### src/hw/rtl/can_bts_pkg.sv
package can_bts_pkg;

  // Fixed field widths
  localparam int RATE_W  = 20;
  localparam int CLOCK_W = 32;

  // Serial divider geometry: one quotient bit per cycle
  localparam int DIV_W  = 32;
  localparam int STEP_W = $clog2(DIV_W);

  // Limits of the register encodings
  localparam logic [10:0] FIELD_PRESC_MAX = 11'd256;
  localparam logic [7:0]  FIELD_SEG_MAX   = 8'd8;
  localparam logic [6:0]  FIELD_RJW_MAX   = 7'd4;

  localparam logic [CLOCK_W-1:0] CLOCK_RESET = 32'd60000000;

  // Control sequencer states
  typedef enum logic [3:0] {
    S_IDLE,
    S_Q_GO,
    S_Q_WAIT,
    S_LOOP,
    S_P_GO,
    S_P_WAIT,
    S_F_GO,
    S_F_WAIT,
    S_A_GO,
    S_A_WAIT,
    S_CMP,
    S_NEXT,
    S_FIN
  } state_t;

  // Divider result bundle
  typedef struct packed {
    logic             done;
    logic [DIV_W-1:0] quo;
    logic [DIV_W-1:0] rem;
  } div_out_t;

  // Encoded timing result
  typedef struct packed {
    logic       err;
    logic [7:0] presc_m1;
    logic [1:0] rjw_m1;
    logic [2:0] ph1_m1;
    logic [2:0] ph2_m1;
    logic [2:0] prop_m1;
  } seg_t;

endpackage

### src/hw/rtl/can_bit_timing_solver_top.sv
// CAN bit timing solver.
// Config: write the CAN engine clock in Hz on cfg_clock_hz with cfg_valid;
// cfg_ready is always high. Reset value is 60 MHz. Write only while idle.
// Input: one beat on in_valid/in_stall carries the requested bitrate.
// Output: one beat on out_valid/out_stall per input beat: status (1 = error,
// all other fields zero) and minus-one encoded prescaler, RJW, phase1,
// phase2 and propagation segment.
// Search: one shared 32-bit restoring divider makes one quotient bit per
// cycle. The ratio clock/bitrate takes one divide; each quanta count from
// MAX_QUANTA down to MIN_QUANTA takes up to three divides plus the launch,
// compare and step states of the sequencer. An exact prescaler hit ends the
// search early. One item is in work at a time.
// in_stall is low while the sequencer is idle. A finished result waits in
// the output register while out_stall is high; the next item is accepted
// meanwhile, and its result waits until the register is free.
// Reset (synchronous, active low) returns to idle and drops any result.
module can_bit_timing_solver_top
  import can_bts_pkg::*;
#(
  parameter int MIN_QUANTA     = 8,
  parameter int MAX_QUANTA     = 25,
  parameter int MAX_PROP_SEG   = 8,
  parameter int MIN_PHASE2     = 2,
  parameter int MAX_JUMP_WIDTH = 4,
  parameter int MAX_PRESCALER  = 256
) (
  input  logic               clk,
  input  logic               rst_n,
  input  logic               cfg_valid,
  output logic               cfg_ready,
  input  logic [CLOCK_W-1:0] cfg_clock_hz,
  input  logic               in_valid,
  output logic               in_stall,
  input  logic [RATE_W-1:0]  in_bitrate,
  output logic               out_valid,
  input  logic               out_stall,
  output logic               out_status,
  output logic [7:0]         out_prescaler_minus_one,
  output logic [1:0]         out_resync_width_minus_one,
  output logic [2:0]         out_phase1_minus_one,
  output logic [2:0]         out_phase2_minus_one,
  output logic [2:0]         out_propagation_minus_one
);

  localparam int CW = $clog2(MAX_QUANTA + 1);
  localparam int PW = $clog2(MAX_PRESCALER + 1);

  state_t state_r, state_nxt;

  logic [CLOCK_W-1:0] clock_r, clock_nxt;
  logic [RATE_W-1:0]  rate_r, rate_nxt;
  logic [DIV_W-1:0]   q_r, q_nxt;
  logic [DIV_W-1:0]   diff_r, diff_nxt;
  logic [DIV_W-1:0]   lowest_r, lowest_nxt;
  logic [CW-1:0]      cnt_r, cnt_nxt;
  logic [CW-1:0]      best_r, best_nxt;
  logic [PW-1:0]      p_r, p_nxt;
  logic [PW-1:0]      pbest_r, pbest_nxt;
  seg_t               res_r, res_nxt;
  logic               out_valid_r, out_valid_nxt;

  logic               in_fire, out_free;
  logic               div_start;
  logic [DIV_W-1:0]   div_a, div_b;
  div_out_t           div_res;
  seg_t               seg;
  logic               p_skip, below_min;
  logic [DIV_W-1:0]   rate_ext;

  assign cfg_ready = 1'b1;
  assign in_fire   = in_valid && !in_stall;
  assign out_free  = !out_valid_r || !out_stall;
  assign rate_ext  = DIV_W'(rate_r);
  assign p_skip    = (div_res.quo == '0) || (div_res.quo > DIV_W'(MAX_PRESCALER));
  assign below_min = 6'(cnt_r) < 6'(MIN_QUANTA);

  can_bts_div u_div (
    .clk      (clk),
    .rst_n    (rst_n),
    .start    (div_start),
    .dividend (div_a),
    .divisor  (div_b),
    .res      (div_res)
  );

  can_bts_seg #(
    .MIN_QUANTA     (MIN_QUANTA),
    .MAX_QUANTA     (MAX_QUANTA),
    .MAX_PROP_SEG   (MAX_PROP_SEG),
    .MIN_PHASE2     (MIN_PHASE2),
    .MAX_JUMP_WIDTH (MAX_JUMP_WIDTH),
    .MAX_PRESCALER  (MAX_PRESCALER)
  ) u_seg (
    .best  (best_r),
    .presc (pbest_r),
    .seg   (seg)
  );

  // Sequencer next state
  always_comb begin
    state_nxt = state_r;
    case (state_r)
      S_IDLE: begin
        if (in_fire) begin
          state_nxt = (in_bitrate == '0) ? S_FIN : S_Q_GO;
        end
      end
      S_Q_GO:   state_nxt = S_Q_WAIT;
      S_Q_WAIT: begin
        if (div_res.done) begin
          state_nxt = (div_res.quo < DIV_W'(MIN_QUANTA - 1)) ? S_FIN : S_LOOP;
        end
      end
      S_LOOP:   state_nxt = below_min ? S_FIN : S_P_GO;
      S_P_GO:   state_nxt = S_P_WAIT;
      S_P_WAIT: begin
        if (div_res.done) begin
          if (p_skip) begin
            state_nxt = S_NEXT;
          end else if (div_res.rem == '0) begin
            state_nxt = S_FIN;
          end else begin
            state_nxt = S_F_GO;
          end
        end
      end
      S_F_GO:   state_nxt = S_F_WAIT;
      S_F_WAIT: if (div_res.done) state_nxt = S_A_GO;
      S_A_GO:   state_nxt = S_A_WAIT;
      S_A_WAIT: if (div_res.done) state_nxt = S_CMP;
      S_CMP:    state_nxt = S_NEXT;
      S_NEXT:   state_nxt = S_LOOP;
      S_FIN:    if (out_free) state_nxt = S_IDLE;
      default:  state_nxt = S_IDLE;
    endcase
  end

  // Sequencer outputs: handshake and divider launch
  always_comb begin
    in_stall  = 1'b1;
    div_start = 1'b0;
    div_a     = clock_r;
    div_b     = rate_ext;
    case (state_r)
      S_IDLE: in_stall = 1'b0;
      S_Q_GO: begin
        div_start = 1'b1;
        div_a     = clock_r;
        div_b     = rate_ext;
      end
      S_P_GO: begin
        div_start = 1'b1;
        div_a     = q_r;
        div_b     = DIV_W'(cnt_r);
      end
      S_F_GO: begin
        div_start = 1'b1;
        div_a     = clock_r;
        div_b     = DIV_W'(p_r);
      end
      S_A_GO: begin
        div_start = 1'b1;
        div_a     = div_res.quo;
        div_b     = DIV_W'(cnt_r);
      end
      default: begin
        in_stall = 1'b1;
      end
    endcase
  end

  // Datapath registers
  always_comb begin
    clock_nxt     = clock_r;
    rate_nxt      = rate_r;
    q_nxt         = q_r;
    diff_nxt      = diff_r;
    lowest_nxt    = lowest_r;
    cnt_nxt       = cnt_r;
    best_nxt      = best_r;
    p_nxt         = p_r;
    pbest_nxt     = pbest_r;
    res_nxt       = res_r;
    out_valid_nxt = out_valid_r && out_stall;

    if (cfg_valid && cfg_ready) begin
      clock_nxt = cfg_clock_hz;
    end

    case (state_r)
      S_IDLE: begin
        if (in_fire) begin
          rate_nxt   = in_bitrate;
          lowest_nxt = DIV_W'(in_bitrate);
          best_nxt   = '0;
          pbest_nxt  = '0;
        end
      end
      S_Q_WAIT: begin
        if (div_res.done) begin
          q_nxt   = div_res.quo;
          cnt_nxt = CW'(MAX_QUANTA);
        end
      end
      S_P_WAIT: begin
        if (div_res.done && !p_skip) begin
          p_nxt = PW'(div_res.quo);
          if (div_res.rem == '0) begin
            best_nxt  = cnt_r;
            pbest_nxt = PW'(div_res.quo);
          end
        end
      end
      S_A_WAIT: begin
        if (div_res.done) begin
          diff_nxt = (div_res.quo > rate_ext) ? (div_res.quo - rate_ext)
                                              : (rate_ext - div_res.quo);
        end
      end
      // Closer achieved bitrate wins; ties keep the higher count
      S_CMP: begin
        if (diff_r < lowest_r) begin
          lowest_nxt = diff_r;
          best_nxt   = cnt_r;
          pbest_nxt  = p_r;
        end
      end
      S_NEXT: cnt_nxt = cnt_r - 1'b1;
      S_FIN: begin
        if (out_free) begin
          res_nxt       = seg;
          out_valid_nxt = 1'b1;
        end
      end
      default: begin
        res_nxt = res_r;
      end
    endcase
  end

  always_ff @(posedge clk) begin
    if (!rst_n) begin
      state_r     <= S_IDLE;
      clock_r     <= CLOCK_RESET;
      out_valid_r <= 1'b0;
    end else begin
      state_r     <= state_nxt;
      clock_r     <= clock_nxt;
      out_valid_r <= out_valid_nxt;
    end
    rate_r   <= rate_nxt;
    q_r      <= q_nxt;
    diff_r   <= diff_nxt;
    lowest_r <= lowest_nxt;
    cnt_r    <= cnt_nxt;
    best_r   <= best_nxt;
    p_r      <= p_nxt;
    pbest_r  <= pbest_nxt;
    res_r    <= res_nxt;
  end

  // Output beat
  assign out_valid                  = out_valid_r;
  assign out_status                 = res_r.err;
  assign out_prescaler_minus_one    = res_r.presc_m1;
  assign out_resync_width_minus_one = res_r.rjw_m1;
  assign out_phase1_minus_one       = res_r.ph1_m1;
  assign out_phase2_minus_one       = res_r.ph2_m1;
  assign out_propagation_minus_one  = res_r.prop_m1;

  // Error beats carry all-zero fields
  a_err_zero: assert property (@(posedge clk) disable iff (!rst_n)
    out_valid && out_status |-> (out_prescaler_minus_one == '0) &&
      (out_resync_width_minus_one == '0) && (out_phase1_minus_one == '0) &&
      (out_phase2_minus_one == '0) && (out_propagation_minus_one == '0))
    else $error("error beat with nonzero fields");

  // Divider completes only while the sequencer waits for it
  a_div_done: assert property (@(posedge clk) disable iff (!rst_n)
    div_res.done |-> (state_r == S_Q_WAIT) || (state_r == S_P_WAIT) ||
      (state_r == S_F_WAIT) || (state_r == S_A_WAIT))
    else $error("divider result outside a wait state");

  // A chosen count lies in the searched range with a usable prescaler
  a_best_range: assert property (@(posedge clk) disable iff (!rst_n)
    (state_r == S_FIN) && (best_r != '0) |->
      (6'(best_r) >= 6'(MIN_QUANTA)) && (6'(best_r) <= 6'(MAX_QUANTA)) &&
      (pbest_r != '0))
    else $error("chosen quanta count out of range");

  // A waiting result is never overwritten
  a_out_hold: assert property (@(posedge clk) disable iff (!rst_n)
    out_valid && out_stall |=> out_valid && $stable(res_r))
    else $error("stalled result changed");

endmodule

### src/hw/rtl/can_bts_div.sv
module can_bts_div
  import can_bts_pkg::*;
(
  input  logic             clk,
  input  logic             rst_n,
  input  logic             start,
  input  logic [DIV_W-1:0] dividend,
  input  logic [DIV_W-1:0] divisor,
  output div_out_t         res
);

  logic              busy_r, busy_nxt;
  logic              done_r, done_nxt;
  logic [STEP_W-1:0] step_r, step_nxt;
  logic [DIV_W-1:0]  quo_r, quo_nxt;
  logic [DIV_W-1:0]  rem_r, rem_nxt;
  logic [DIV_W-1:0]  dvs_r, dvs_nxt;
  logic [DIV_W:0]    trial;

  // Restoring step: shift in next dividend bit, try subtract
  assign trial = {rem_r, quo_r[DIV_W-1]} - {1'b0, dvs_r};

  always_comb begin
    busy_nxt = busy_r;
    done_nxt = 1'b0;
    step_nxt = step_r;
    quo_nxt  = quo_r;
    rem_nxt  = rem_r;
    dvs_nxt  = dvs_r;
    if (start) begin
      busy_nxt = 1'b1;
      step_nxt = STEP_W'(DIV_W - 1);
      quo_nxt  = dividend;
      rem_nxt  = '0;
      dvs_nxt  = divisor;
    end else if (busy_r) begin
      if (trial[DIV_W]) begin
        rem_nxt = {rem_r[DIV_W-2:0], quo_r[DIV_W-1]};
        quo_nxt = {quo_r[DIV_W-2:0], 1'b0};
      end else begin
        rem_nxt = trial[DIV_W-1:0];
        quo_nxt = {quo_r[DIV_W-2:0], 1'b1};
      end
      if (step_r == '0) begin
        busy_nxt = 1'b0;
        done_nxt = 1'b1;
      end else begin
        step_nxt = step_r - 1'b1;
      end
    end
  end

  always_ff @(posedge clk) begin
    if (!rst_n) begin
      busy_r <= 1'b0;
      done_r <= 1'b0;
    end else begin
      busy_r <= busy_nxt;
      done_r <= done_nxt;
    end
    step_r <= step_nxt;
    quo_r  <= quo_nxt;
    rem_r  <= rem_nxt;
    dvs_r  <= dvs_nxt;
  end

  assign res.done = done_r;
  assign res.quo  = quo_r;
  assign res.rem  = rem_r;

endmodule

### src/hw/rtl/can_bts_seg.sv
module can_bts_seg
  import can_bts_pkg::*;
#(
  parameter int MIN_QUANTA     = 8,
  parameter int MAX_QUANTA     = 25,
  parameter int MAX_PROP_SEG   = 8,
  parameter int MIN_PHASE2     = 2,
  parameter int MAX_JUMP_WIDTH = 4,
  parameter int MAX_PRESCALER  = 256,
  localparam int CW = $clog2(MAX_QUANTA + 1),
  localparam int PW = $clog2(MAX_PRESCALER + 1)
) (
  input  logic [CW-1:0] best,
  input  logic [PW-1:0] presc,
  output seg_t          seg
);

  localparam logic [6:0] MQ  = 7'(MIN_QUANTA);
  localparam logic [6:0] MPS = 7'(MAX_PROP_SEG);
  localparam logic [6:0] MP2 = 7'(MIN_PHASE2);
  localparam logic [6:0] MJW = 7'(MAX_JUMP_WIDTH);

  logic [6:0]  b, rest, ph1, ph2, rjw;
  logic [7:0]  used, prop;
  logic [10:0] pb, pm1;
  logic        bad;

  // Split the bit into sync, propagation and phase segments
  always_comb begin
    b    = 7'(best);
    rest = (b > MPS) ? (b - MPS) : 7'd0;
    ph2  = {1'b0, rest[6:1]};
    if (ph2 < MP2) begin
      ph2 = MP2;
    end
    ph1  = (b == MQ) ? 7'd1 : ph2;
    used = {1'b0, ph1} + {1'b0, ph2} + 8'd1;
    prop = {1'b0, b} - used;
    rjw  = (ph1 < MJW) ? ph1 : MJW;
    pb   = 11'(presc);
    pm1  = pb - 11'd1;

    bad = (best == '0) || (pb == '0) || (pb > FIELD_PRESC_MAX) ||
          ({1'b0, b} <= used) || (prop > FIELD_SEG_MAX) ||
          (ph1 == '0) || ({1'b0, ph1} > FIELD_SEG_MAX) ||
          (ph2 == '0) || ({1'b0, ph2} > FIELD_SEG_MAX) ||
          (rjw == '0) || (rjw > FIELD_RJW_MAX);
  end

  // Minus-one encodings, all zero on error
  always_comb begin
    seg = '0;
    seg.err = bad;
    if (!bad) begin
      seg.presc_m1 = pm1[7:0];
      seg.rjw_m1   = 2'(rjw - 7'd1);
      seg.ph1_m1   = 3'(ph1 - 7'd1);
      seg.ph2_m1   = 3'(ph2 - 7'd1);
      seg.prop_m1  = 3'(prop - 8'd1);
    end
  end

endmodule

### config.mk
export PLATFORM = sky130hd
export DESIGN_NAME = can_bit_timing_solver_top
export DESIGN_NICKNAME = d
export VERILOG_FILES = /design/src/hw/rtl/can_bts_pkg.sv /design/src/hw/rtl/can_bit_timing_solver_top.sv /design/src/hw/rtl/can_bts_div.sv /design/src/hw/rtl/can_bts_seg.sv
export SDC_FILE = /design/constraint.sdc
export NUM_CORES = 1
export LEC_CHECK = 0
export ABC_AREA = 1
export ABC_CLOCK_PERIOD_IN_PS = 6300
export BUFFER_PORTS_ARGS = -buffer_cell sky130_fd_sc_hd__buf_4
export CELL_PAD_IN_SITES_DETAIL_PLACEMENT = 0
export CELL_PAD_IN_SITES_GLOBAL_PLACEMENT = 1
export CORE_UTILIZATION = 51
export CTS_CLUSTER_SIZE = 24
export DETAILED_ROUTE_END_ITERATION = 16
export GPL_TIMING_DRIVEN = 1
export HOLD_SLACK_MARGIN = 0.02
export PLACE_DENSITY_LB_ADDON = 0.12
export SYNTH_ARGS = -nofsm -noshare
export SYNTH_HDL_FRONTEND = slang
export SYNTH_SLANG_ARGS = --single-unit
### constraint.sdc
create_clock -name clk -period 6.3 [get_ports clk]
set_input_delay 0.315 -clock clk [delete_from_list [all_inputs] [get_ports clk]]
set_output_delay 0.315 -clock clk [all_outputs]
set_load 0.02 [all_outputs]
After elaboration in Yosys (flattened, before gate mapping)
Cells that the tools add are included.

Div/mod/pow operators: 0. Reduce and logical (&&, ||, !) cells: 46. Shift operators: 0. Order comparisons: 14. Equality and inequality tests: 23. $mul: 0. Muxes and demuxes: 46. Bitwise operators: 3. $add $sub $neg: 14.

Operators by type and width (count): $mux 32 (6); $pmux 32 s2 (2); $logic_not 32->1 (2); $pmux 4 s13 (1); $mux 4 (11); $pmux 20 s2 (1); $mux 9 (4); $sub 33x32->33 (1); $gt 32x20->1 (1); $gt 32x9->1 const B (1); $lt 32x3->1 const B (1); $lt 32x32->1 (1); $sub 20x32->32 (1); $sub 32x20->32 (1); $pmux 9 s3 (1); $mux 5 (5); $logic_not 7->1 (3); $eq 4x4->1 const B (5); $logic_not 20->1 (1); $mux 6 (3); $eq 4x3->1 const B (4); $reduce_and 2->1 (8); $pmux 5 s3 (1); $gt 6x4->1 const B (2); 39 further kinds (79).

Memory bits (read-only): 0. Bits in writable memories: 0. Output and inout port bits: 23. Bits of input ports: 57. Logic and storage cells: 169. Memories: 0. Latch bits: 0. Register bits: 304.

Depth between registers and ports, before layout
Gate-level depths: netlist (run 1).

Word-level depth: 16. Gate-level depth with buffers: 20. Gate-level depth less buffers: 19.

Modules after synthesis
A second synthesis (run 1) with hierarchy kept.

Cell total of the unflattened synthesis: 2724. Area total of the unflattened synthesis: 20156.8 sq um.

Modules (own cells, without submodules): can_bit_timing_solver_top (instances 1, area an instance 12335.6 sq um, cells each 1550, sequential area each 5665.4 sq um); can_bts_div (instances 1, area an instance 7020.5 sq um, cells each 1042, sequential area each 2702.6 sq um); can_bts_seg (instances 1, area an instance 800.8 sq um, cells each 132, sequential area each 0.0 sq um).

Least setup slack after synthesis (run 1)
No wires, ideal clock.

Path type: register to register. Start point: reg diff_r[5]. End point: reg lowest_r[0], enable pin. Setup slack: 2.367 ns. Library setup time: 0.461 ns. Data required time: 5.839 ns. Period minus slack after synthesis: 3.933 ns. Cell stages (with the launch flop): 11. Data arrival time: 3.472 ns. Buffers on the path: 0. Path through: edfxtp_1 ha_1 a21oi_1 nor2_1 a211oi_1 nand2_1 nand2_1 nand2_1 nand2_1 a21oi_1 nor3_1.

Word-level cells in the longest chain between the ends: 3.

Ends and longest elaborated chain: start, declared (line can_bit_timing_solver_top.sv:53) `logic [DIV_W-1:0] diff_r, diff_nxt;`; start signal, assigned (line can_bit_timing_solver_top.sv:253) `diff_r <= diff_nxt;`; $lt 32x32->1 (line can_bit_timing_solver_top.sv:222) `if (diff_r < lowest_r) begin`; $ne 2x2->1 (no line); $reduce_and 3->1 (no line); end signal, assigned (line can_bit_timing_solver_top.sv:254) `lowest_r <= lowest_nxt;`; end, declared (line can_bit_timing_solver_top.sv:54) `logic [DIV_W-1:0] lowest_r, lowest_nxt;`.

Every way passes these cells. A chain may end at the register's enable or synchronous reset.

Worst setup path after layout (run 1)
Start point: reg best_r[4]. End point: reg res_r (netlist bit out_prescaler_minus_one[5]) (data pin).

Word-level cells in the longest chain between the ends: 16. Elaborated cells on any way between the ends: 31. Classes of those cells: add/sub: 4; order compare: 8; eq/ne: 1; mux: 4; reduce/logical: 14.

Ends and longest elaborated chain: start, declared (line can_bit_timing_solver_top.sv:56) `logic [CW-1:0] best_r, best_nxt;`; start signal, assigned (line can_bit_timing_solver_top.sv:256) `best_r <= best_nxt;`; $sub 5x4->6 or $gt 5x4->1 (tied branches) (line can_bts_seg.sv:31) `rest = (b > MPS) ? (b - MPS) : 7'd0;`; $mux 7 (line can_bts_seg.sv:31); $lt 6x2->1 (line can_bts_seg.sv:33) `if (ph2 < MP2) begin`; $mux 6 (line can_bts_seg.sv:33); $mux 6 (line can_bts_seg.sv:36) `ph1 = (b == MQ) ? 7'd1 : ph2;`; $add 6x6->7 (line can_bts_seg.sv:37) `used = {1'b0, ph1} + {1'b0, ph2} + 8'd1;`; $add 8x1->8 (line can_bts_seg.sv:37); $sub 5x8->8 or $le 5x8->1 (tied branches) (line can_bts_seg.sv:38, can_bts_seg.sv:44); $gt 8x4->1 or $logic_or 1x1->1 (tied branches) (line can_bts_seg.sv:44, can_bts_seg.sv:43); $logic_or 1x1->1 (2 in a row) (line can_bts_seg.sv:44) `({1'b0, b} <= used) || (prop > FIELD_SEG_MAX) ||`; $logic_or 1x1->1 (2 in a row) (line can_bts_seg.sv:45) `(ph1 == '0) || ({1'b0, ph1} > FIELD_SEG_MAX) ||`; $logic_or 1x1->1 (2 in a row) (line can_bts_seg.sv:46) `(ph2 == '0) || ({1'b0, ph2} > FIELD_SEG_MAX) ||`; $logic_or 1x1->1 (*) (line can_bts_seg.sv:47) `(rjw == '0) || (rjw > FIELD_RJW_MAX);`; end signal, assigned (line can_bit_timing_solver_top.sv:259) `res_r <= res_nxt;`; end, declared (line can_bit_timing_solver_top.sv:59) `seg_t res_r, res_nxt;`.

Every way passes the cells marked *; elsewhere a longest branch is shown, timed or not.

==> results_dict.tcl, run 1 <==
set metrics [dict create \
    maxSlewHeadroom_pct 15.3 \
    finalWorstSetupSlack_ps 3020 \
    dpl.hpwl_um 35800 \
    die_area_mm2 0.0361 \
    vias_per_cell 5.33 \
    drt_iter0_drc 971 \
    gr-usage-met2_pct 45.8 \
    ant_nets 0 \
    p_total_mw 10.4 \
    setup_viol 0 \
    cp.arrival_ps 3540 \
    yosysWarnings 0 \
    critical_path_class "flip-flop to flip-flop" \
    path_clk_slew_ps 60 \
    leakagePower_nw 9.13 \
    async_reset_ff_share_pct 0 \
    post_drt_wl_per_cell_um 16.9 \
    drc 0 \
    io_buffers 78 \
    num_vias 15200 \
    synth_edf_count 216 \
    path_cells "nor2_1 -> inv_1 -> o211ai_1 -> inv_1 -> ha_1 -> ha_1 -> inv_1 -> fa_1 -> inv_1 -> ha_1 -> nand2_1 -> nand2_1 -> o2111ai_1 -> buf_4 -> a21oi_1" \
    area_growth_syn_to_layout_pct 13.3 \
    path_max_fanout 20 \
    layout.area.seq_mm2 0.00801 \
    max_freq_ghz 0.305 \
    crit_required_ps 6570 \
    synthCells 2271 \
    tightest_slew_ps 1260 \
    clk_path_buf_depth 3 \
    start_util_pct 52.0 \
    multiInputGateArea_mm2 0.00842 \
    netlist_area_mm2 0.0180 \
    cp_top_family "adder cells" \
    critPathBufInv 5 \
    clock-root-buffer "clkbuf_16" \
    synthSimpleGateAreaFrac_pct 25.8 \
    placedCellCount 2737 \
    die_w_um 190 \
    synth_top_family_by_area "simple AND/OR/NAND/NOR gates" \
    rsz0062_at_grt "no" \
    power.density_mw_per_mm2 511 \
    grt_pass1_vias 14700 \
    syn_nets 2439 \
    grt-busiest-layer "met2" \
    synth_ff_type "edfxtp_1" \
    drive_above_1_share_pct 9.36 \
    ioPinCount 80 \
    tritoncts "yes" \
    core_mm2 0.0346 \
    crit_slowest_cell "fa_1" \
    totalWireLength_um 48100 \
    nets 2536 \
    maxCapViolations 0 \
    synth_area_per_cell_um2 7.93 \
    drt_pass1_iterations 5 \
    maxSlewViolCount 0 \
    synthAdderAreaFrac_pct 7.88 \
    gp_congestion 0.922 \
    grt_max_degree 82 \
    clk_latency_ps 530 \
    seq_area_frac_synth_pct 44.5 \
    synth-compound-area-share_pct 9.99 \
    layout.cells.non_filler 2849 \
    synthMuxAreaShare_pct 0 \
    tns_ps 0 \
    slowest_delay_ps 510 \
    start_kind "flip-flop" \
    peakVddDrop_uv 377 \
    period_share_pct 52.0 \
    place_ws_ps 3030 \
    endpoint_kind "flip-flop" \
    cp_common_cell "inv_1" \
    yosysMostFrequentCell "nand2_1" \
    yosys.cell_types.count 55 \
    fp.dieH_um 190 \
    ys_top_cells_by_area "edfxtp_1 (36%), nand2_1 (12%), dfxtp_1 (8.4%)" \
    finClkSkew_ps 14.8 \
    period_needed_ps 3280 \
    hold_violations 0 \
    synth_xor_xnor_area_share_pct 2.92 \
    num-fill-cells 3172 \
    grtUsageMet1_pct 35.0 \
    antenna_cells 0 \
    hold_class "input pin to flip-flop" \
    gr-total-overflow 0 \
    synth_top_area_share_pct 36.0 \
    grt_usage_pct 26.9 \
    ctsResizeCount 0 \
    cts_sinks 292 \
    groute.layer.met3.usage_pct 2.84 \
    numCtsBuffers 34 \
    status "completed" \
    fin_util_pct 58.9 \
    htreeDepth 2 \
    post-synth-top-area-cell "edfxtp_1" \
    grt_pass1_wl_um 76500 \
    yosys_register_bits 292 \
    netlist_top_cells_count "nand2_1 (552), inv_1 (308), nor2_1 (267)" \
    antenna_found_initial 0 \
    core.rowCount 68 \
]
## kinds of logic (layout without fill, tap and decap cells)
logic type	count (synthesis)	count (layout)
compound gates	319	319
xor+xnor	60	60
fa+ha+maj	111	111
buf+inv	396	519
flops	292	292
other cells	1	1
simple gates	1092	1092
## report_power, final
group          switching (mW)  leakage, nW  internal, mW
registers               0.451         2.67          2.87
clock network           0.807        0.507          1.08
logic                    3.46         5.95          1.76
total                    4.71         9.13          5.71
## state kept, by name (all words and copies together), names as in the netlist, 8 cells and up
register / flops
diff_r: 32
u_div.quo_r: 32
pbest_r: 9
out_prescaler_minus_one: 8
q_r: 32
lowest_r: 32
u_div.rem_r: 32
clock_r: 32
rate_r: 20
p_r: 9
u_div.dvs_r: 20
## layout by cell type, fill, tap and decap left out, drive strengths merged, types with 44 or more instances in the layout
cell         Yosys  layout
a21oi          131     131
buf             42      87
clkbuf          34      44
dfxtp           76      76
dlygate4sd3      0      50
edfxtp         216     216
ha             107     107
inv            320     322
nand2          584     584
nand3          149     149
nor2           277     277
o21ai          109     109
## layer usage
layer  vias to the layer above  part of all wire, %
met3                        99                  4.0
met1                      7075                   44
met2                       378                   48
li1                       7629                    -
met5                         -                    0
met4                         0                  3.9
## path summary, 6_finish.rpt
check / start / end / slack [ps] / cells after the start
max: best_r[4] / out_prescaler_minus_one[5] / 3020 / 15
min: cfg_clock_hz[11] / clock_r[11] / 30 / 3
max reg2reg: best_r[4] / out_prescaler_minus_one[5] / 3020 / 15
min reg2reg: clock_r[23] / clock_r[23] / 460 / 2
## stage by stage
| step | cell area [um^2] | hold WS [ps] |
|---|---|---|
| 4_1_cts | 20400 | 21.1 |
| 2_1_floorplan | 18000 | 414 |
| 3_3_place_gp | 18800 | 443 |
| 3_5_place_dp | 18800 | 444 |
| 6_report | 20400 | 33.0 |
| 5_1_grt | 20400 | 41.5 |
## repair_timing
item,4_1_cts,5_1_grt
hold buffers,50,0
hold endpoints to repair,50,0
buffers inserted,0,0
## worst min-delay path, cell delays in order
cell and delay, ps:
buf_4 80, nor2_1 50, nor2_1 90
## final cells by class
| type | instances | area share [%] |
|---|---|---|
| Tap cell | 455 | 2.79 |
| Clock buffer | 44 | 4.50 |
| Sequential cell | 292 | 39.2 |
| Clock inverter | 18 | 0.693 |
| Multi-Input combinational cell | 1583 | 41.2 |
| Inverter | 320 | 5.90 |
| Timing Repair Buffer | 137 | 5.65 |
Note: power is estimated with default switching activity, not from simulation.
==> inputs of run 2 (changes only) <==
Settings changed: ABC_CLOCK_PERIOD_IN_PS 6300 to 3000, CORE_UTILIZATION 51 to 43.
Clock period 6.3 ns to 3 ns, I/O delays scaled along.
==> results_dict.tcl, run 2 (synthesized netlist as in run 1, its figures left out) <==
set metrics [dict create \
    antenna_found_initial 0 \
    fin_util_pct 52.5 \
    status "finished, violations left" \
    maxSlewViolCount 0 \
    r2r-start "best_r[3]" \
    hold_class "input pin to flip-flop" \
    path_max_fanout 5 \
    totalWireLength_um 51300 \
    grt_pass1_wl_um 80100 \
    htreeDepth 2 \
    hold_start "rst_n" \
    maxSlewHeadroom_pct 25.6 \
    final_cell_mix "nand2_1 (550), inv_1 (306), nor2_1 (256), edfxtp_1 (216), nand3_1 (146)" \
    ff2ff_path_depth 15 \
    groute.layer.met3.usage_pct 2.56 \
    hold_violations 0 \
    drt_iter0_drc 975 \
    area_growth_syn_to_layout_pct 19.9 \
    setup_viol 19 \
    core_mm2 0.0411 \
    die_w_um 207 \
    tritoncts "yes" \
    drive_above_1_share_pct 12.6 \
    vias_per_cell 5.11 \
    multiInputGateArea_mm2 0.00854 \
    clk_path_buf_depth 3 \
    holdPathStages 3 \
    clock-root-buffer "clkbuf_16" \
    post_drt_wl_per_cell_um 17.0 \
    grtUsageMet1_pct 30.8 \
    maxCapViolations 0 \
    clk_latency_ps 550 \
    crit_required_ps 3300 \
    ant_nets 0 \
    gr-usage-met2_pct 41.6 \
    nets 2631 \
    place_ws_ps -46.4 \
    cp.arrival_ps 3410 \
    fin_area_mm2 0.0216 \
    gp_congestion 0.934 \
    core.rowCount 74 \
    gr-total-overflow 0 \
    dpl_cell_area_mm2 0.0194 \
    ff2ff_setup_slack_ps -100 \
    final_common_cell "nand2_1" \
    endpoint_kind "flip-flop" \
    leakagePower_nw 9.66 \
    grt_max_degree 43 \
    hold_end "clock_r[1]" \
    violations "DRC, setup timing" \
    fp.dieH_um 207 \
    peakVddDrop_uv 483 \
    drc 1 \
    grt_pass1_vias 15200 \
    num_vias 15400 \
    layout.area.seq_mm2 0.00801 \
    finalWorstSetupSlack_ps -104 \
    max_freq_ghz 0.322 \
    start_util_pct 43.8 \
    numCtsBuffers 36 \
    r2r-end "out_phase2_minus_one[0]" \
    period_needed_ps 3100 \
    start_kind "flip-flop" \
    grt-busiest-layer "met2" \
    dpl.hpwl_um 39000 \
    period_share_pct 103 \
    io_buffers 78 \
    tightest_slew_ps 1120 \
    rsz0062_at_grt "yes" \
    tns_ps -1790 \
    power.density_mw_per_mm2 1090 \
    cts_sinks 292 \
    ioPinCount 80 \
    grt_usage_pct 24.3 \
    drt_pass1_iterations 11 \
    finClkSkew_ps 12.5 \
    critical_path_class "flip-flop to flip-flop" \
    num-fill-cells 4073 \
    antenna_cells 0 \
    die_area_mm2 0.0427 \
    hold_ws_ps 44.6 \
    path_clk_slew_ps 60 \
]
## run 2: repair_timing
item,CTS,global route
pin swaps,0,8
setup endpoints to repair,19,20
endpoints found under the hold margin,72,0
hold buffers,79,0
gates cloned,2,1
setup buffers,0,3
resized for setup,7,28
## run 2: worst max-delay path, cell delays in order, from the launching register on
cell       delay (ps)
edfxtp_1          360
buf_4             110
buf_4              90
inv_1              80
nor3_2            270
ha_4              250
ha_4              260
inv_2              40
fa_2              570
inv_2              50
ha_4              150
nand2_2            50
nand2_2            70
o2111ai_4         280
buf_6             180
nor2_1             50
## run 2: metrics by stage
| stage | cells | total power [mW] |
|---|---|---|
| global placement | 2872 | 18.5 |
| finish | 3023 | 23.5 |
| CTS | 3019 | 23.3 |
| global route | 3023 | 25.3 |
| detailed placement | 2872 | 18.6 |
| floorplan | 2271 | 15.0 |
## run 2: layout make-up
cell class              instances  area share [%]
multi-input cells            1583            39.6
flip-flops and latches        292            37.1
repair buffers                230            9.21
inverters                     320            5.57
clock buffers                  45            4.57
well taps                     532            3.08
clock inverters                21           0.933
## run 2: layer usage
layer	vias to the layer above	wire length (um)
met5	-	0
met3	102	1590
met2	269	25000
li1	7813	-
met4	0	2140
met1	7249	22600
## run 2: power by group
part / switching, mW / internal (mW)
Sequential: 0.737 / 6.01
Combinational: 7.88 / 4.47
Clock: 1.76 / 2.61
Total: 10.4 / 13.1
## run 2: how the worst max path moves through the flow
stage	start	end	slack (ps)	cells past startpoint
after detailed placement	best_r[4]	out_phase1_minus_one[0]	-50	15
after global routing	best_r[1]	out_phase2_minus_one[0]	-250	14
final	best_r[3]	out_phase2_minus_one[0]	-100	15
after CTS	best_r[4]	out_phase1_minus_one[0]	-10	15
after floorplan	best_r[4]	out_prescaler_minus_one[2]	-5	16
after global placement	best_r[4]	out_resync_width_minus_one[0]	5	15
==> inputs of run 3 (changes only) <==
Settings changed: CORE_UTILIZATION 43 to 42, SYNTH_HIERARCHICAL from default to 1.
==> results_dict.tcl, run 3 <==
set metrics [dict create \
    placedCellCount 3410 \
    netlist_area_mm2 0.0202 \
    swShare_pct 45.7 \
    violations "setup timing" \
    num_vias 17700 \
    vias_per_cell 4.91 \
    place_ws_ps -30.4 \
    path_max_fanout 3 \
    ant_nets 0 \
    rsz0062_at_grt "yes" \
    peakVddDrop_uv 511 \
    post_drt_wl_per_cell_um 16.9 \
    final_common_cell "nand2_1" \
    gr-total-overflow 0 \
    num-fill-cells 4731 \
    yosys.cell_types.count 53 \
    cp_common_cell "buf_4" \
    maxCapViolations 0 \
    period_share_pct 102 \
    antenna_found_initial 1 \
    tns_ps -174 \
    grt_max_degree 40 \
    sequentialPowerShare_pct 28.8 \
    nets 3136 \
    core_mm2 0.0470 \
    yosysWarnings 6 \
    leakagePower_nw 11.7 \
    yosys_register_bits 304 \
    netlist_top_cells_count "nand2_1 (912), inv_1 (439), nor2_1 (258)" \
    p_clk_share_pct 18.5 \
    seq_area_frac_synth_pct 41.5 \
    crit_slowest_cell "edfxtp_1" \
    intPower_mw 13.0 \
    synthCells 2724 \
    tightest_slew_ps 910 \
    fin_util_pct 51.0 \
    cp.arrival_ps 3500 \
    power.density_mw_per_mm2 996 \
    numCtsBuffers 37 \
    ioPinCount 80 \
    path_clk_slew_ps 60 \
    die_area_mm2 0.0489 \
    endpoint_kind "flip-flop" \
    grt_pass1_vias 17800 \
    drive_above_1_share_pct 11.3 \
    clock-root-buffer "clkbuf_16" \
    ys_top_cells_by_area "edfxtp_1 (34%), nand2_1 (17%), inv_1 (8.2%)" \
    tritoncts "yes" \
    hold_violations 0 \
    maxSlewViolCount 0 \
    drc 0 \
    area_growth_syn_to_layout_pct 18.9 \
    max_freq_ghz 0.326 \
    maxSlewHeadroom_pct 39.3 \
    drt_iter0_drc 1049 \
    clk_path_buf_depth 3 \
    totalWireLength_um 60700 \
    cts_sinks 304 \
    critPathBufInv 18 \
    post-synth-top-area-cell "edfxtp_1" \
    layout.cells.non_filler 3593 \
    async_reset_ff_share_pct 0 \
    start_kind "flip-flop" \
    fp.dieH_um 221 \
    yosysMostFrequentCell "nand2_1" \
    clk_latency_ps 570 \
    period_needed_ps 3060 \
    htreeDepth 2 \
    status "finished, violations left" \
    path_cells "nor2_8 -> inv_2 -> o211ai_1 -> inv_1 -> buf_4 -> buf_4 -> buf_4 -> buf_4 -> buf_4 -> buf_4 -> buf_4 -> buf_4 -> buf_4 -> buf_4 -> buf_4 -> buf_4 -> buf_4 -> buf_4 -> buf_4 -> buf_4 -> nor2_4" \
    critical_path_class "flip-flop to flip-flop" \
    core.rowCount 79 \
    crit_required_ps 3440 \
    die_w_um 221 \
    dpl.hpwl_um 46100 \
    cp_top_family "buffers and inverters" \
    grt_usage_pct 25.0 \
    grt_pass1_wl_um 96000 \
    synth_area_per_cell_um2 7.40 \
    antenna_cells 0 \
    finalWorstSetupSlack_ps -63.6 \
    pwr-share-comb_pct 52.7 \
    slowest_delay_ps 490 \
    p_total_mw 23.9 \
    ff2ff_setup_slack_ps -60 \
    finClkSkew_ps 27.5 \
    hold_class "input pin to flip-flop" \
    final_cell_mix "nand2_1 (911), inv_1 (438), nor2_1 (253), edfxtp_1 (228), buf_4 (154)" \
    start_util_pct 42.9 \
    power_switching_mw 10.9 \
    io_buffers 78 \
    setup_viol 12 \
    synth_ff_type "edfxtp_1" \
    synth_top_area_share_pct 34.0 \
    drt_pass1_iterations 7 \
    gp_congestion 0.905 \
    synth_edf_count 228 \
]
## run 3: changes by cell type in the layout (fill, tap and decap cells not counted), moves of 17 or more
cell,previous run,this run
a31oi_1,36,0
nand2_1,550,911
o211ai_1,4,37
inv_1,306,438
o21ai_0,100,75
dlygate4sd3_1,79,96
a21oi_1,116,85
## run 3: worst paths after layout
kind,start,to,depth (start not counted)
worst max-delay path,best_r[3],out_phase2_minus_one[0],21
worst min-delay path,in_valid,rate_r[2],4
worst max register to register,best_r[3],out_phase2_minus_one[0],21
worst min register to register,u_div/step_r[4],u_div/step_r[4],2
## run 3: worst min-delay path, delay by kind of cell
| kind | cells | cell delay, ps |
|---|---|---|
| simple gates | 1 | 50 |
| buf+inv | 3 | 390 |
## run 3: power by group through the flow
stage / logic [mW] / registers (mW) / clock network [mW]
2_1_floorplan: 8.39 / 6.76 / 0
3_3_place_gp: 12.1 / 6.93 / 0
3_5_place_dp: 12.2 / 6.96 / 0
4_1_cts: 12.5 / 6.88 / 4.55
5_1_grt: 14.1 / 6.98 / 4.68
6_report: 12.6 / 6.87 / 4.42
## run 3: final cells by class
cell class / instances / area, um^2 / area share [%]
clock buffer: 47 / 963 / 4.02
tap: 607 / 759 / 3.17
inverter: 454 / 1700 / 7.11
sequential: 304 / 8370 / 34.9
multi-input combinational: 1905 / 9760 / 40.7
timing repair buffer: 256 / 2210 / 9.24
clock inverter: 20 / 194 / 0.809
## run 3: metal layers
metal	up-vias	global-route usage [%]	wire, um
li1	9041	-	-
met1	8179	30.0	26000
met2	334	45.8	30600
met3	104	2.58	1950
met4	0	9.79	2200
met5	-	0	0
## run 3: timing repair
action / CTS / global route
gates resized for setup: 4 / 5
pin swaps: 9 / 5
buffers inserted: 20 / 0
hold buffers: 96 / 0
endpoints found under the hold margin: 75 / 0
cloned: 0 / 0
endpoints found under the setup margin: 17 / 20
## run 3: cells by family (layout without fill, tap and decap cells)
logic type / after synthesis / after routing / synth area share, %
adder cells (fa/ha/maj): 121 / 121 / 7.66
AND/OR/NAND/NOR: 1476 / 1476 / 31.0
other: 2 / 13 / 0.0373
buffers and inverters: 526 / 777 / 10.5
flip-flops: 304 / 304 / 41.5
XOR/XNOR: 49 / 49 / 2.13
AO/OA/AOI/OAI: 246 / 246 / 7.09
## run 3: per-stage QoR
| step | area (um^2) | hold WS, ps |
|---|---|---|
| after detailed placement | 21700 | 357 |
| final | 24000 | 225 |
| after floorplan | 20200 | 249 |
| after CTS | 23900 | 206 |
| after global routing | 24000 | 264 |
| after global placement | 21700 | 357 |
